## src/rtl/mmfn_pkg.sv

```systemverilog
// Shared types and constants for the min-max feature normalizer.
// No dependencies; imported by every module of the block except mmfn_ram.
package mmfn_pkg;

  // Fixed field widths
  localparam int OP_W      = 2;
  localparam int COL_W     = 6;
  localparam int COL_LIMIT = 1 << COL_W;
  localparam int FRAC_BITS = 16;
  localparam int CNT_W     = $clog2(FRAC_BITS + 1);

  localparam logic [FRAC_BITS-1:0] FRAC_MAX = '1;

  // Defaults for the top-level parameters
  localparam int DEF_MAX_COLUMNS = 64;
  localparam int DEF_SAMPLE_BITS = 16;

  // Opcodes
  localparam logic [OP_W-1:0] OP_OBSERVE   = 2'd0;
  localparam logic [OP_W-1:0] OP_NORMALIZE = 2'd1;
  localparam logic [OP_W-1:0] OP_CLEAR     = 2'd2;

  // Sequencer states
  typedef enum logic [2:0] {
    ST_IDLE,
    ST_OBS,
    ST_CHECK,
    ST_DIV,
    ST_DONE
  } state_t;

  // Divider status toward the sequencer
  typedef struct packed {
    logic busy;
    logic done;
  } div_stat_t;

endpackage

```

## src/rtl/mmfn_ram.sv

```systemverilog
// Generic single-write, single-read RAM with registered read data.
// Depends on nothing; used for the per-column extremes store.
module mmfn_ram #(
  parameter int WIDTH = 32,
  parameter int DEPTH = 64,
  localparam int AW = (DEPTH > 1) ? $clog2(DEPTH) : 1
) (
  input  logic             clk,
  input  logic             we,
  input  logic [AW-1:0]    waddr,
  input  logic [WIDTH-1:0] wdata,
  input  logic [AW-1:0]    raddr,
  output logic [WIDTH-1:0] rdata
);

  logic [WIDTH-1:0] mem_r [DEPTH];
  logic [WIDTH-1:0] rdata_r;

  always_ff @(posedge clk) begin
    if (we) begin
      mem_r[waddr] <= wdata;
    end
    rdata_r <= mem_r[raddr];
  end

  assign rdata = rdata_r;

endmodule

```

## src/rtl/mmfn_div.sv

```systemverilog
// Restoring divider, one quotient bit per cycle, FRAC_BITS steps.
// Requires num < den; depends on mmfn_pkg.
module mmfn_div import mmfn_pkg::*; #(
  parameter int SAMPLE_BITS = DEF_SAMPLE_BITS
) (
  input  logic                   clk,
  input  logic                   rst_n,
  input  logic                   start,
  input  logic [SAMPLE_BITS-1:0] num,
  input  logic [SAMPLE_BITS-1:0] den,
  output logic [FRAC_BITS-1:0]   quot,
  output div_stat_t              stat
);

  logic [SAMPLE_BITS-1:0] rem_r, rem_nxt;
  logic [SAMPLE_BITS-1:0] den_r;
  logic [FRAC_BITS-1:0]   quot_r, quot_nxt;
  logic [CNT_W-1:0]       cnt_r, cnt_nxt;
  logic                   done_r, done_nxt;
  logic [SAMPLE_BITS:0]   shifted;
  logic [SAMPLE_BITS:0]   diff;
  logic                   ge;

  // one restoring step; remainder stays below den
  assign shifted = {rem_r, 1'b0};
  assign diff    = shifted - {1'b0, den_r};
  assign ge      = shifted >= {1'b0, den_r};

  always_comb begin
    rem_nxt  = rem_r;
    quot_nxt = quot_r;
    cnt_nxt  = cnt_r;
    done_nxt = 1'b0;
    if (start) begin
      rem_nxt  = num;
      quot_nxt = '0;
      cnt_nxt  = CNT_W'(FRAC_BITS);
    end else if (cnt_r != '0) begin
      rem_nxt  = ge ? diff[SAMPLE_BITS-1:0] : shifted[SAMPLE_BITS-1:0];
      quot_nxt = {quot_r[FRAC_BITS-2:0], ge};
      cnt_nxt  = cnt_r - 1'b1;
      done_nxt = (cnt_r == CNT_W'(1));
    end
  end

  always_ff @(posedge clk) begin
    if (!rst_n) begin
      cnt_r  <= '0;
      done_r <= 1'b0;
    end else begin
      cnt_r  <= cnt_nxt;
      done_r <= done_nxt;
    end
  end

  always_ff @(posedge clk) begin
    rem_r  <= rem_nxt;
    quot_r <= quot_nxt;
    if (start) begin
      den_r <= den;
    end
  end

  assign quot      = quot_r;
  assign stat.busy = (cnt_r != '0);
  assign stat.done = done_r;

endmodule

```

## src/rtl/min_max_feature_normalizer_core.sv

```systemverilog
// Top level of the min-max feature normalizer.
// Depends on mmfn_pkg, mmfn_ram and mmfn_div.

// Per-column min-max scaler. An observe item folds a signed sample into its
// column's running minimum and maximum (the first sample sets both). A
// normalize item returns (sample - min) / (max - min) as an unsigned Q0.16
// fraction, truncated; a zero range counts as one, results below zero give
// 0 and results of one or more give 65535. Normalizing a column that was
// never observed, or one at or beyond MAX_COLUMNS, returns 0 with
// out_column_unseen set. A clear item forgets every column at once. Only
// normalize items produce a result. Items are taken one at a time: in_stall
// is high from acceptance until the item is finished. A clear finishes on
// acceptance; an observe does an extremes RAM read, then a write back. A
// normalize that needs the divider does a RAM read, a range check, 16 steps
// of the shared restoring divider at one quotient bit per cycle, then the
// output load. Normalize shortcuts (unseen column, sample at or below min, at
// or above max, zero range) skip the divider. A result waiting in the output
// register under out_stall holds the block in its final state until taken.
// Extremes sit in one RAM of width 2*SAMPLE_BITS; the per-column seen flags
// are flip-flops, cleared by reset and by a clear item.
module min_max_feature_normalizer_core import mmfn_pkg::*; #(
  parameter int MAX_COLUMNS = DEF_MAX_COLUMNS,
  parameter int SAMPLE_BITS = DEF_SAMPLE_BITS
) (
  input  logic                          clk,
  input  logic                          rst_n,
  input  logic                          in_valid,
  output logic                          in_stall,
  input  logic [OP_W-1:0]               in_opcode,
  input  logic [COL_W-1:0]              in_column,
  input  logic signed [SAMPLE_BITS-1:0] in_sample_value,
  output logic                          out_valid,
  input  logic                          out_stall,
  output logic [FRAC_BITS-1:0]          out_normalized_value,
  output logic                          out_column_unseen
);

  // only COL_LIMIT columns are addressable through the column field
  localparam int DEPTH = (MAX_COLUMNS < COL_LIMIT) ? MAX_COLUMNS : COL_LIMIT;
  localparam int AW    = (DEPTH > 1) ? $clog2(DEPTH) : 1;
  localparam int SB    = SAMPLE_BITS;

  state_t state_r, state_nxt;

  logic                 accept;
  logic                 col_ok;
  logic [AW-1:0]        in_idx;
  logic                 in_seen;
  logic [DEPTH-1:0]     seen_r, seen_nxt;
  logic [AW-1:0]        col_r;
  logic signed [SB-1:0] x_r;

  // extremes RAM
  logic                 ram_we;
  logic [2*SB-1:0]      ram_wdata;
  logic [2*SB-1:0]      ram_rdata;
  logic signed [SB-1:0] lo, hi;
  logic signed [SB-1:0] lo_new, hi_new;

  // range check
  logic signed [SB:0]   num_w, rng_w;
  logic                 num_pos, rng_zero, num_ge, div_go;

  // divider
  logic                 div_start;
  logic [FRAC_BITS-1:0] div_quot;
  div_stat_t            div_stat;

  // result staging and output register
  logic [FRAC_BITS-1:0] res_r;
  logic                 unseen_r;
  logic                 from_div_r;
  logic                 slot_free;
  logic                 out_load;
  logic                 out_valid_r, out_valid_nxt;
  logic [FRAC_BITS-1:0] out_value_r;
  logic                 out_unseen_r;

  assign accept  = in_valid && !in_stall;
  assign col_ok  = (int'(in_column) < MAX_COLUMNS);
  assign in_idx  = in_column[AW-1:0];
  assign in_seen = col_ok && seen_r[in_idx];

  assign slot_free = !out_valid_r || !out_stall;

  // ---------------------------------------------------------------------------
  // Extremes store: {max, min} per column. Read address follows the input so
  // the entry is ready the cycle after acceptance.
  mmfn_ram #(
    .WIDTH (2 * SB),
    .DEPTH (DEPTH)
  ) u_ext_ram (
    .clk   (clk),
    .we    (ram_we),
    .waddr (col_r),
    .wdata (ram_wdata),
    .raddr (in_idx),
    .rdata (ram_rdata)
  );

  assign lo = $signed(ram_rdata[SB-1:0]);
  assign hi = $signed(ram_rdata[2*SB-1:SB]);

  // observe update; first sample of a column sets both extremes
  always_comb begin
    if (!seen_r[col_r]) begin
      lo_new = x_r;
      hi_new = x_r;
    end else begin
      lo_new = (x_r < lo) ? x_r : lo;
      hi_new = (x_r > hi) ? x_r : hi;
    end
  end

  assign ram_wdata = {hi_new, lo_new};

  // ---------------------------------------------------------------------------
  // Range check: num = x - min, range = max - min, both one bit wider.
  assign num_w    = $signed({x_r[SB-1], x_r}) - $signed({lo[SB-1], lo});
  assign rng_w    = $signed({hi[SB-1], hi}) - $signed({lo[SB-1], lo});
  assign num_pos  = !num_w[SB] && (num_w != '0);
  assign rng_zero = (rng_w == '0);
  assign num_ge   = (num_w >= rng_w);
  assign div_go   = num_pos && !rng_zero && !num_ge;

  mmfn_div #(
    .SAMPLE_BITS (SB)
  ) u_div (
    .clk   (clk),
    .rst_n (rst_n),
    .start (div_start),
    .num   (num_w[SB-1:0]),
    .den   (rng_w[SB-1:0]),
    .quot  (div_quot),
    .stat  (div_stat)
  );

  // ---------------------------------------------------------------------------
  // Sequencer: next state
  always_comb begin
    state_nxt = state_r;
    case (state_r)
      ST_IDLE: begin
        if (accept) begin
          case (in_opcode)
            OP_OBSERVE: begin
              if (col_ok) begin
                state_nxt = ST_OBS;
              end
            end
            OP_NORMALIZE: begin
              state_nxt = in_seen ? ST_CHECK : ST_DONE;
            end
            default: begin
              state_nxt = ST_IDLE;
            end
          endcase
        end
      end
      ST_OBS: begin
        state_nxt = ST_IDLE;
      end
      ST_CHECK: begin
        state_nxt = div_go ? ST_DIV : ST_DONE;
      end
      ST_DIV: begin
        if (div_stat.done) begin
          state_nxt = slot_free ? ST_IDLE : ST_DONE;
        end
      end
      ST_DONE: begin
        if (slot_free) begin
          state_nxt = ST_IDLE;
        end
      end
      default: begin
        state_nxt = ST_IDLE;
      end
    endcase
  end

  // Sequencer: outputs
  always_comb begin
    in_stall  = (state_r != ST_IDLE);
    ram_we    = (state_r == ST_OBS);
    div_start = (state_r == ST_CHECK) && div_go;
    out_load  = 1'b0;
    case (state_r)
      ST_DIV:  out_load = div_stat.done && slot_free;
      ST_DONE: out_load = slot_free;
      default: out_load = 1'b0;
    endcase
  end

  // seen flags: cleared by a clear item, set on write-back of an observe
  always_comb begin
    seen_nxt = seen_r;
    if (accept && (in_opcode == OP_CLEAR)) begin
      seen_nxt = '0;
    end else if (state_r == ST_OBS) begin
      seen_nxt[col_r] = 1'b1;
    end
  end

  assign out_valid_nxt = out_load || (out_valid_r && out_stall);

  always_ff @(posedge clk) begin
    if (!rst_n) begin
      state_r     <= ST_IDLE;
      seen_r      <= '0;
      out_valid_r <= 1'b0;
    end else begin
      state_r     <= state_nxt;
      seen_r      <= seen_nxt;
      out_valid_r <= out_valid_nxt;
    end
  end

  // payload registers
  always_ff @(posedge clk) begin
    if (accept) begin
      col_r <= in_idx;
      x_r   <= in_sample_value;
      if (in_opcode == OP_NORMALIZE) begin
        res_r      <= '0;
        unseen_r   <= !in_seen;
        from_div_r <= 1'b0;
      end
    end
    if (state_r == ST_CHECK) begin
      res_r      <= (num_pos && !div_go) ? FRAC_MAX : '0;
      from_div_r <= div_go;
    end
    if (out_load) begin
      out_value_r  <= from_div_r ? div_quot : res_r;
      out_unseen_r <= unseen_r;
    end
  end

  assign out_valid            = out_valid_r;
  assign out_normalized_value = out_value_r;
  assign out_column_unseen    = out_unseen_r;

`ifndef NO_ASSERTIONS
  a_div_only_in_div: assert property (@(posedge clk) disable iff (!rst_n)
    div_stat.busy |-> (state_r == ST_DIV))
    else $error("divider busy outside divide state");

  a_div_start_idle: assert property (@(posedge clk) disable iff (!rst_n)
    div_start |-> !div_stat.busy)
    else $error("divider restarted while busy");

  a_no_overwrite: assert property (@(posedge clk) disable iff (!rst_n)
    out_load |-> (!out_valid_r || !out_stall))
    else $error("pending result overwritten");

  a_clear_all: assert property (@(posedge clk) disable iff (!rst_n)
    (accept && (in_opcode == OP_CLEAR)) |=> (seen_r == '0))
    else $error("clear left a column marked seen");

  a_unseen_zero: assert property (@(posedge clk) disable iff (!rst_n)
    (out_valid && out_column_unseen) |-> (out_normalized_value == '0))
    else $error("unseen column result not zero");
`endif

endmodule

```

## config.mk

```make
export PLATFORM = sky130hd
export DESIGN_NAME = min_max_feature_normalizer_core
export DESIGN_NICKNAME = d
export VERILOG_FILES = /design/src/rtl/mmfn_pkg.sv /design/src/rtl/mmfn_ram.sv /design/src/rtl/mmfn_div.sv /design/src/rtl/min_max_feature_normalizer_core.sv
export SDC_FILE = /design/constraint.sdc
export NUM_CORES = 2
export LEC_CHECK = 0
export BUFFER_PORTS_ARGS = -buffer_cell sky130_fd_sc_hd__buf_2
export CAP_MARGIN = 20
export CORE_MARGIN = 1
export CORE_UTILIZATION = 60
export CTS_BUF_LIST = sky130_fd_sc_hd__clkbuf_8 sky130_fd_sc_hd__clkbuf_16
export CTS_CLUSTER_SIZE = 12
export DETAILED_ROUTE_END_ITERATION = 16
export PLACE_DENSITY = 0.76
export REMOVE_ABC_BUFFERS = 1
export SLEW_MARGIN = 20
export SYNTH_ARGS = -nofsm -noshare
export SYNTH_HDL_FRONTEND = slang
export SYNTH_HIERARCHICAL = 1
export SYNTH_SLANG_ARGS = --single-unit
```

## constraint.sdc

```tcl
create_clock -name clk -period 7.8 [get_ports clk]
set_clock_uncertainty 0.05 [all_clocks]
set_input_delay 1.56 -clock clk [delete_from_list [all_inputs] [get_ports clk]]
set_output_delay 1.56 -clock clk [all_outputs]
set_load 0.03 [all_outputs]
```

==> flow_metrics.tcl <==
set metrics [dict create \
    cts_tree "built" \
    dieHeight_um 388.3 \
    avgViaCountPerCell 6.988 \
    status "complete, no violations" \
    path_cells "inv_1 -> ha_1 -> inv_1 -> fa_1 -> a211oi_1 -> o211ai_1 -> a21oi_1 -> o21bai_1 -> a21oi_1 -> xnor2_1 -> ha_1 -> a21o_1 -> nand2_1 -> o2111ai_1 -> and2_0 -> a31oi_1 -> o41ai_2 -> or4_1 -> inv_2 -> buf_4 -> nor2b_1 -> a32oi_1 -> o31ai_2" \
    multiInputGateArea_um2 22390 \
    powerDensity_nw_per_um2 269.3 \
    min-delay-start "unseen_r$_DFFE_PP_" \
    grt_start_max_net_pins 109 \
    ctsResizeCount 0 \
    holdBufCountCts 0 \
    worst_slack_ns 2.118 \
    final-setup-viol-count 0 \
    async_flop_share_pct 0 \
    critPathKind "flop to flop" \
    reg2reg_slack_ns 2.12 \
    rows 141 \
    vias 46850 \
    slew_headroom_pct 20.98 \
    io_buffers 46 \
    worst_path_max_delay_cell "or4_1" \
    crit_required_ns 8.32 \
    synth_top_family_by_area "multiplexers" \
    register_area_um2 66160 \
    instances_no_fill 6705 \
    cts-root-buf "clkbuf_16" \
    clk_pin_slew_ns 0.06 \
    fin_tns_setup_ns 0 \
    dpl_cell_area_um2 92770 \
    finalNetCount 4777 \
    ioPinCount 47 \
    clockBufferDepth 3 \
    pre_cts_slack_ns 2.150 \
    htree_levels 4 \
    die_w_um 388.3 \
    dp_hpwl_um 121100 \
    ys_seq_area_share_pct 73.90 \
    ir_worst_vdd_uv 267.3 \
    cp_num_buf_inv 4 \
    antenna_found_initial 9 \
    cpPeakStageDelay_ns 0.60 \
    netlist_instances 4492 \
    worst_setup_path_end_kind "flop" \
    synthesis.area_um2 89530 \
    worstPathArrival_ns 6.21 \
    dr.pass1.iters 5 \
    hp-class "flop to flop" \
    final_area_um2 98920 \
    synth_cell_types 91 \
    timing.rr.start "x_r[0]$_DFFE_PP_" \
    dp.cells 6373 \
    whs_path_depth 0 \
    worstMarginPinSlew_ns 1.182 \
    grt_first_pass_wirelength_um 328300 \
    power_leakage_nw 32.01 \
    coreArea_um2 147800 \
    routed_wl_um 229600 \
    synthXorXnorAreaFrac_pct 0.3619 \
    postSynthAreaPerCell_um2 19.93 \
    track_usage_pct 30.71 \
    path_max_fanout 61 \
    rsz0062_at_grt "no" \
    clk_latency_ns 0.85 \
    drv_slew 0 \
    final_hold_viol_count 0 \
    min_period_ns 5.682 \
    drcViolationCount 0 \
    finalCritPeriodShare_pct 72.84 \
    synthSimpleGateAreaFrac_pct 3.091 \
    synth_ff_type "edfxtp_1" \
    synth_compound_area_share_pct 3.587 \
    ant_nets 0 \
    wl_per_cell_um 34.24 \
    fmax_mhz 176.0 \
    synth-seq-cells 2244 \
    dieArea_um2 150800 \
    crit_path_start_kind "flop" \
    drive_gt1_share_pct 23.84 \
    grt_overflow_total 0 \
    cts_setup_buffers 0 \
    whs_endpoint "out_column_unseen$_DFFE_PP_" \
    cts_made_buffers 215 \
    fillers 9075 \
    drv_cap 0 \
    grt_pass1_vias 46750 \
    syn2layout_area_growth_pct 10.49 \
    synth_edf_count 2122 \
    gp_congestion 0.8820 \
    synth_fa_ha_area_share_pct 1.255 \
    start_util_pct 60.56 \
    cts_sinks 2244 \
    ys_warn_count 6 \
    drtIter0Drc 6798 \
    r2r_cells 23 \
    crit_family "compound AO/OA/AOI/OAI gates" \
    timing.rr.end "u_div/rem_r[11]$_DFFE_PP_" \
    synthMuxAreaShare_pct 16.14 \
]
-- worst max path at each step --
stage | startpoint | slack (ns) | to | cells after the start
after floorplan | x_r[0]$_DFFE_PP_ | 1.74 | u_div/rem_r[0]$_DFFE_PP_ | 20
after global placement | x_r[0]$_DFFE_PP_ | 2.21 | u_div/rem_r[12]$_DFFE_PP_ | 23
after detailed placement | x_r[0]$_DFFE_PP_ | 2.15 | u_div/rem_r[12]$_DFFE_PP_ | 23
after CTS | x_r[0]$_DFFE_PP_ | 2.14 | u_div/rem_r[12]$_DFFE_PP_ | 23
after global routing | x_r[0]$_DFFE_PP_ | 1.68 | u_div/rem_r[11]$_DFFE_PP_ | 21
final | x_r[0]$_DFFE_PP_ | 2.12 | u_div/rem_r[11]$_DFFE_PP_ | 23
-- stage by stage --
step	util, %	total power [mW]	hold slack, ns
final	66.91	26.64	0.3685
after global routing	66.91	27.39	0.3877
after CTS	66.90	26.70	0.3715
after detailed placement	62.75	17.49	0.3589
after global placement	62.75	17.39	0.3552
after floorplan	-	16.20	0.3503
-- registers in the layout, summed over array words and instances, names as in the netlist, 16 cells and up --
signal,flops
u_div/quot,16
u_div/rem_r,16
out_normalized_value,16
u_div/den_r,16
x_r,16
u_ext_ram/rdata,32
u_ext_ram/mem_r,2048
seen_r,64
-- layout make-up --
class                           count  area share, %
Sequential cell                  2244          66.88
Timing Repair Buffer              190          1.522
Tap cell                         1930          2.441
Antenna cell                        1       0.002530
Clock buffer                      221          5.545
Multi-Input combinational cell   1925          22.63
Inverter                           85         0.3225
Clock inverter                    109         0.6539
-- cell usage after synthesis, types with 20 or more instances --
cell type  count  area share (%)
a21o_1        20            0.17
a21oi_1      191             1.1
buf_1         22           0.092
buf_2         64            0.36
buf_4         34            0.29
clkbuf_1     108            0.45
dfxtp_1      122             2.7
edfxtp_1    2122              71
ha_1          85             1.2
inv_1         85            0.36
mux2_2        32            0.40
mux2i_1      105             1.2
mux4_2       563              14
nand2_1      154            0.65
nand2b_1      30            0.21
nor2_1       253             1.1
nor2b_1       35            0.24
nor3_1        25            0.14
o21ai_0       24            0.13
o221ai_1      28            0.27
o22ai_1       86            0.60
xnor2_1       24            0.23
-- placed cells by master, fill, tap and decap left out, types with 10 or more instances in the layout --
| cell type | Yosys | routed |
|---|---|---|
| nand4_1 | 13 | 13 |
| a21oi_1 | 191 | 191 |
| nor2_4 | 0 | 62 |
| xnor2_1 | 24 | 24 |
| clkbuf_16 | 0 | 217 |
| a21o_1 | 20 | 20 |
| nand3_1 | 14 | 14 |
| nor3_1 | 25 | 23 |
| nand2b_1 | 30 | 29 |
| nand2_1 | 154 | 153 |
| mux2_2 | 32 | 34 |
| inv_1 | 85 | 149 |
| buf_12 | 0 | 12 |
| nor2_1 | 253 | 191 |
| ha_1 | 85 | 85 |
| o22ai_1 | 86 | 86 |
| buf_4 | 34 | 131 |
| mux4_1 | 10 | 10 |
| o221ai_1 | 28 | 28 |
| buf_2 | 64 | 42 |
| a22oi_1 | 14 | 14 |
| a211oi_1 | 12 | 12 |
| clkinv_1 | 0 | 21 |
| dfxtp_1 | 122 | 122 |
| nor2b_1 | 35 | 34 |
| xor2_1 | 13 | 13 |
| and2_1 | 10 | 10 |
| edfxtp_1 | 2122 | 2122 |
| mux4_2 | 563 | 563 |
| and3_1 | 11 | 11 |
| o21ai_0 | 24 | 24 |
| mux2i_1 | 105 | 104 |
-- cell families after synthesis --
logic type,count (synthesis)
buffers and inverters,323
AO/OA/AOI/OAI,486
AND/OR/NAND/NOR,599
flip-flops,2244
adder cells (fa/ha/maj),88
multiplexers,715
XOR/XNOR,37
-- layer usage --
metal | track usage [%] | part of all wire (%)
met1 | 41.74 | 36
met5 | 0 | 0.023
met2 | 47.95 | 47
met3 | 6.677 | 11
met4 | 14.70 | 5.2
-- where the power goes --
group          leakage [nW]  internal, mW  total, mW  switching [mW]
Clock                  3.23          5.07       9.34            4.27
Sequential             20.1          13.9       14.0           0.105
Combinational          8.68          1.05       3.27            2.22
Total                  32.0          20.0       26.6            6.59
Note: power is estimated with default switching activity, not from simulation.
